<file path="src/design/qslerp_pkg.sv">
// ----------------------------------------------------------------------------
// qslerp_pkg
// Shared types, constants and conversion functions for the quaternion slerp.
// ----------------------------------------------------------------------------
`default_nettype none

package qslerp_pkg;

   localparam int COMP_W   = 16;
   localparam int Q14_DN   = (COMP_W >= 16) ? COMP_W - 16 : 0;
   localparam int Q14_UP   = (COMP_W >= 16) ? 0 : 16 - COMP_W;
   localparam int FQ_DEPTH = 4;
   localparam int FQ_PTR_W = $clog2(FQ_DEPTH);

   localparam int LEN_ROOT_BITS = 28;
   localparam int DIV_BITS      = 15;
   localparam int SIN_ROOT_BITS = 31;
   localparam int ATAN_COUNT    = 32;

   localparam int CSR_ADDR_W = 3;
   localparam logic CSR_IDX_THRESHOLD = 1'b0;
   localparam logic [14:0] THRESHOLD_RESET = 15'd16376;

   localparam logic signed [35:0] HALF_PI_Q30 = 36'sd1686629713;
   localparam logic signed [35:0] PI_Q30      = 36'sd3373259426;
   localparam logic signed [33:0] GAIN_Q30    = 34'sd652032874;

   localparam logic signed [51:0] OUT_HI = (52'sd1 <<< (COMP_W - 1)) - 52'sd1;
   localparam logic signed [51:0] OUT_LO = -OUT_HI - 52'sd1;

   localparam logic [31:0] ATAN_Q30 [0:ATAN_COUNT-1] = '{
      32'h3243F6A8, 32'h1DAC6705, 32'h0FADBAFC, 32'h07F56EA6, 32'h03FEAB76,
      32'h01FFD55B, 32'h00FFFAAA, 32'h007FFF55, 32'h003FFFEA, 32'h001FFFFD,
      32'h000FFFFF, 32'h0007FFFF, 32'h0003FFFF, 32'h0001FFFF, 32'h0000FFFF,
      32'h00007FFF, 32'h00003FFF, 32'h00001FFF, 32'h00000FFF, 32'h000007FF,
      32'h000003FF, 32'h000001FF, 32'h000000FF, 32'h0000007F, 32'h0000003F,
      32'h0000001F, 32'h0000000F, 32'h00000008, 32'h00000004, 32'h00000002,
      32'h00000001, 32'h00000000
   };

   typedef struct packed {
      logic signed [COMP_W-1:0] from_x;
      logic signed [COMP_W-1:0] from_y;
      logic signed [COMP_W-1:0] from_z;
      logic signed [COMP_W-1:0] from_w;
      logic signed [COMP_W-1:0] to_x;
      logic signed [COMP_W-1:0] to_y;
      logic signed [COMP_W-1:0] to_z;
      logic signed [COMP_W-1:0] to_w;
      logic [14:0]              blend;
   } req_type;

   typedef struct packed {
      logic signed [COMP_W-1:0] out_x;
      logic signed [COMP_W-1:0] out_y;
      logic signed [COMP_W-1:0] out_z;
      logic signed [COMP_W-1:0] out_w;
      logic                     used_linear;
      logic                     degenerate;
   } rsp_type;

   typedef struct packed {
      logic [3:0][COMP_W-1:0] raw;
      logic [3:0][15:0]       f;
      logic [3:0][15:0]       d;
      logic [14:0]            blend;
      logic                   linear;
      logic [29:0]            dot;
   } fq_type;

   function automatic logic [15:0] q14_in(input logic [COMP_W-1:0] raw);
      logic signed [31:0] e;
      e = 32'($signed(raw));
      e = (e >>> Q14_DN) <<< Q14_UP;
      return e[15:0];
   endfunction

   function automatic logic [COMP_W-1:0] q14_out(input logic signed [51:0] v);
      logic signed [51:0] c;
      c = v;
      if (c > 52'sd65536) c = 52'sd65536;
      if (c < -52'sd65536) c = -52'sd65536;
      c = (c <<< Q14_DN) >>> Q14_UP;
      if (c > OUT_HI) c = OUT_HI;
      if (c < OUT_LO) c = OUT_LO;
      return c[COMP_W-1:0];
   endfunction

endpackage

`default_nettype wire

</file>
<file path="src/design/qslerp_front.sv">
// ----------------------------------------------------------------------------
// qslerp_front
// Accepts requests, forms the dot product and picks the linear or slerp path.
// ----------------------------------------------------------------------------
`default_nettype none

module qslerp_front import qslerp_pkg::*; (
   input  wire logic        clock,
   input  wire logic        reset,
   input  wire logic        req_valid,
   output logic             req_stall,
   input  wire req_type     req_data,
   input  wire logic [14:0] threshold,
   output logic             fq_push,
   output fq_type           fq_item,
   input  wire logic        fq_full
);

   typedef struct packed {
      logic [3:0][COMP_W-1:0] raw;
      logic [3:0][15:0]       f;
      logic [3:0][15:0]       d;
      logic [14:0]            blend;
      logic [3:0][31:0]       prod;
   } fs1_type;

   fs1_type s1_ff, s1_in;
   fq_type  s2_ff, s2_in;
   logic    s1_vld_ff, s2_vld_ff;
   logic    fe;

   logic signed [33:0] dot;

   assign fe        = !s2_vld_ff || !fq_full;
   assign req_stall = !fe;
   assign fq_push   = s2_vld_ff && !fq_full;
   assign fq_item   = s2_ff;

   always_comb begin
      s1_in.raw[0] = req_data.from_x;
      s1_in.raw[1] = req_data.from_y;
      s1_in.raw[2] = req_data.from_z;
      s1_in.raw[3] = req_data.from_w;
      s1_in.d[0]   = q14_in(req_data.to_x);
      s1_in.d[1]   = q14_in(req_data.to_y);
      s1_in.d[2]   = q14_in(req_data.to_z);
      s1_in.d[3]   = q14_in(req_data.to_w);
      s1_in.blend  = req_data.blend;
      for (int i = 0; i < 4; i++) begin
         s1_in.f[i]    = q14_in(s1_in.raw[i]);
         s1_in.prod[i] = 32'($signed(s1_in.f[i]) * $signed(s1_in.d[i]));
      end
   end

   always_comb begin
      dot = 34'($signed(s1_ff.prod[0])) + 34'($signed(s1_ff.prod[1]))
          + 34'($signed(s1_ff.prod[2])) + 34'($signed(s1_ff.prod[3]));
      s2_in.raw    = s1_ff.raw;
      s2_in.f      = s1_ff.f;
      s2_in.d      = s1_ff.d;
      s2_in.blend  = s1_ff.blend;
      s2_in.linear = dot > $signed({5'b0, threshold, 14'b0});
      if (dot > 34'sd268435456) begin
         s2_in.dot = 30'd268435456;
      end else if (dot < -34'sd268435456) begin
         s2_in.dot = 30'(-34'sd268435456);
      end else begin
         s2_in.dot = dot[29:0];
      end
   end

   always_ff @(posedge clock) begin
      if (reset) begin
         s1_vld_ff <= 1'b0;
         s2_vld_ff <= 1'b0;
      end else if (fe) begin
         s1_vld_ff <= req_valid;
         s2_vld_ff <= s1_vld_ff;
      end
   end

   always_ff @(posedge clock) begin
      if (fe) begin
         s1_ff <= s1_in;
         s2_ff <= s2_in;
      end
   end

endmodule

`default_nettype wire

</file>
<file path="config.mk">
export PLATFORM = sky130hd
export DESIGN_NAME = qslerp_front
export DESIGN_NICKNAME = d
export VERILOG_FILES = /design/src/design/qslerp_pkg.sv /design/src/design/qslerp_front.sv
export SDC_FILE = /design/constraint.sdc
export NUM_CORES = 2
export LEC_CHECK = 0
export ABC_AREA = 1
export ABC_CLOCK_PERIOD_IN_PS = 27400
export BUFFER_PORTS_ARGS = -buffer_cell sky130_fd_sc_hd__buf_2
export CELL_PAD_IN_SITES_DETAIL_PLACEMENT = 1
export CELL_PAD_IN_SITES_GLOBAL_PLACEMENT = 1
export CORE_MARGIN = 2
export CORE_UTILIZATION = 53
export CTS_CLUSTER_SIZE = 16
export DETAILED_ROUTE_END_ITERATION = 8
export HOLD_SLACK_MARGIN = 0.06
export PLACE_DENSITY = 0.86
export SLEW_MARGIN = 40
export SYNTH_ARGS = -nofsm -noshare
export SYNTH_HDL_FRONTEND = slang
export SYNTH_SLANG_ARGS = --single-unit
</file>
<file path="constraint.sdc">
create_clock -name clock -period 27.4 [get_ports clock]
set_input_delay 2.74 -clock clock [delete_from_list [all_inputs] [get_ports clock]]
set_output_delay 2.74 -clock clock [all_outputs]
set_load 0.005 [all_outputs]
</file>
==> summary.md <==
| Metric | Value |
|---|---|
| Wirelength, routed | 174.7 mm |
| Setup WS pre-CTS | 18.47 ns |
| Fin crit share | 30.69% |
| Setup_tns | 0 ns |
| DR vias | 42.34k |
| Slew headroom | 38.91% |
| Status | finished clean |
| Ports | 402 |
| Die Ht | 337.8 um |
| Met3 wire len | 9.183 mm |
| Post-CTS Resized | 0 |
| Clk_lat worst skew | 0.70 ns |
| Asr flop ratio synth | 0% |
| Number of flops mapped to enable cells by yosys | 445 |
| Global route total overflow | 0 |
| Number of hold buffers added after CTS | 0 |
| Share of post-route cells with drive strength above 1 | 8.824% |
| Mapped Area | 0.05906 mm2 |
| WL/cell | 21.79 um |
| CTS root buf | clkbuf_16 |
| CTS max path bufs | 3 |
| Port Buffers | 401 |
| CTS sink count | 447 |
| Metal2 WL | 92.03 mm |
| TritonRoute pass-1 iters | 5 |
| Ranking of synthesized cells by area | fa_1 38%, edfxtp_1 23%, inv_1 12% |
| DRC viols | 0 |
| Die X | 337.8 um |
| Post-Synthesis Cells | 6,323 |
| Avg Inst Size Synth | 9.341 um2 |
| Crit path largest cell delay | 1.01 ns |
| First-pass GRT wire length | 275.6 mm |
| Initial antenna violation count | 0 |
| Placed inst area | 0.06160 mm2 |
| H-tree Lvls | 2 |
| Top layer in use | met4 |
| Family with the most delay on the worst path | adder cells |
| Tmin final | 8.410 ns |
| Post-synth top area cell | fa_1 |
| Num rows | 122 |
| Worst-Margin Slew | 0.9079 ns |
| TritonCTS clock tree | done |
| Hold Path Class | flip-flop to flip-flop |
| Final hold violation count | 0 |
| Die area | 0.1141 mm2 |
| RD Place Congestion | 0.8751 |
| Vias/cell | 5.282 |
| Ys flop type | edfxtp_1 |
| Post-route cell area | 0.06344 mm2 |
| Most used cell along the critical path | fa_1 |
| Core Area | 0.1107 mm2 |
| Hold Path Origin | s1_ff[207]$_DFFE_PN_ |
| Max Slew Vio Count | 0 |
| Wire length on met1 | 64.80 mm |
| Vias in the first global route | 49.63k |
| Num CTS Buffers | 53 |
| Area growth syn-to-layout | 7.415% |
| Ranking of synthesized cells by instance count | 1,964 x inv_1, 1,294 x nand2_1, 1,113 x fa_1 |
| Total placed cells including tap cells | 7,919 |
| Critical-path maximum fanout | 17 |
| 1st-iter DRT viols | 2,577 |
| Largest net degree at the start of global routing | 74 |
| Worst setup SP type | input pin |
| Worst path slowest cell | fa_1 |
| Syn_nets | 7,973 |
| Worst reg2reg path startpoint | s1_ff[65]$_DFFE_PN_ |
| Max-Cap Viols | 0 |
| WS Path Type | input pin to flip-flop |
| Fin Clk Skew | 0.03878 ns |
| Post-CTS Setup Inserts | 0 |
| Detailed placer's ending HPWL | 139.8 mm |
| Layout net count | 8,136 |
| Share of the synthesized area in the top cell type | 37.73% |
| Syn. warnings | 0 |
| Initial Utilization | 53.37% |
| Crit. Startpoint | req_data[49] |
| Gr usage total | 31.78% |
| Clock transition at the registers of the reported paths | 0.07 ns |
| Routed Antenna Nets | 0 |
| Final setup vio count | 0 |
| Antenna cells | 0 |
| RSZ-0062 raised after global routing | false |
| Crit. End Element | flip-flop |
| Peak Freq | 0.1189 GHz |
| Seq cells post-synth | 447 |
| Crit path cell chain | buf_2, nand2_1, inv_1, fa_1, fa_1, fa_1, fa_1, fa_1, inv_1, fa_1, inv_1, ha_1, a21oi_1, nor2_1, a211oi_1, o221ai_1, a21oi_1, nand2_1, xor2_1 |
| Req. time, crit path | 27.81 ns |
| Sequential share of the synthesized area | 22.69% |
| CP Buf/Inv Count | 4 |
| Worst Path Arrival | 8.82 ns |
| Fin worst setup slack | 18.99 ns |
| Count leader, synth | inv_1 |
| Yosys cell types | 51 |
| Final non-filler cell total | 8,016 |
## flip-flops by register name, summed over array words and instances (netlist names)
| register | count |
|---|---|
| s1_ff | 271 |
| fq_item | 174 |
| s1_vld_ff | 1 |
| s2_vld_ff | 1 |
## cell usage in the layout (no fill, tap or decap), types with 9 or more instances in the layout
cell	instances
a21o_1	13
a21oi_1	173
a21oi_2	25
a31oi_1	20
buf_2	401
clkbuf_1	9
clkbuf_16	53
clkinv_1	10
edfxtp_1	445
fa_1	1113
ha_1	375
inv_1	1964
nand2_1	1293
nand2_2	15
nand3_1	61
nand4_1	11
nor2_1	163
nor3_1	12
o21a_1	13
o21ai_0	60
o21bai_1	10
or2_2	16
xnor2_1	69
xor2_1	94
## worst register-to-register path: cells and delay by family (launching register included)
kind	cells	cell delay, ns
adders and majority gates	5	1.98
and+or+nand+nor	13	1.78
DFF	1	0.42
AOI/OAI and AO/OA	3	0.63
buffers and inverters	3	0.33
## layer usage
layer | up-vias | GRT usage, %
met5 | - | 0
met4 | 0 | 14.71
met3 | 496 | 4.153
met2 | 1449 | 57.54
met1 | 21930 | 37.49
li1 | 18460 | -
## path summary, 6_finish.rpt
| path | end | slack, ns | cells after the start |
|---|---|---|---|
| setup / recovery | s1_ff[62]$_DFFE_PN_ | 18.99 | 19 |
| hold / removal | fq_item[174]$_DFFE_PN_ | 0.39 | 0 |
| setup reg to reg | fq_item[30]$_DFFE_PN_ | 22.02 | 24 |
| hold reg to reg | fq_item[174]$_DFFE_PN_ | 0.39 | 0 |
## logic make-up (layout without fill, tap and decap cells)
logic type / after synthesis / in the layout / synth area share [%]
compound gates: 343 / 343 / 3.409
xor+xnor: 167 / 167 / 2.527
fa+ha+maj: 1488 / 1488 / 45.67
buf+inv: 2272 / 2477 / 14.88
flops: 447 / 447 / 22.69
simple gates: 1606 / 1606 / 10.82
## layout make-up
cell class                      instances  area [um2]
Clock buffer                           62        1360
Clock inverter                         35       447.9
Fill cell                           12750       47230
Inverter                             1972        7402
Multi-Input combinational cell       3604       36880
Sequential cell                       447       13400
Tap cell                             1488        1862
Timing Repair Buffer                  408        2082
## metrics by stage
stage	hold WS [ns]	utilization [%]
finish	0.3937	57.32
global route	0.4131	57.32
CTS	0.3832	57.30
detailed placement	0.4052	55.66
global placement	0.4002	55.66
floorplan	0.4003	-
Power is left out: the tool's default activity adds up to more than one toggle a clock period on the data nets, which glitch-free logic cannot reach.
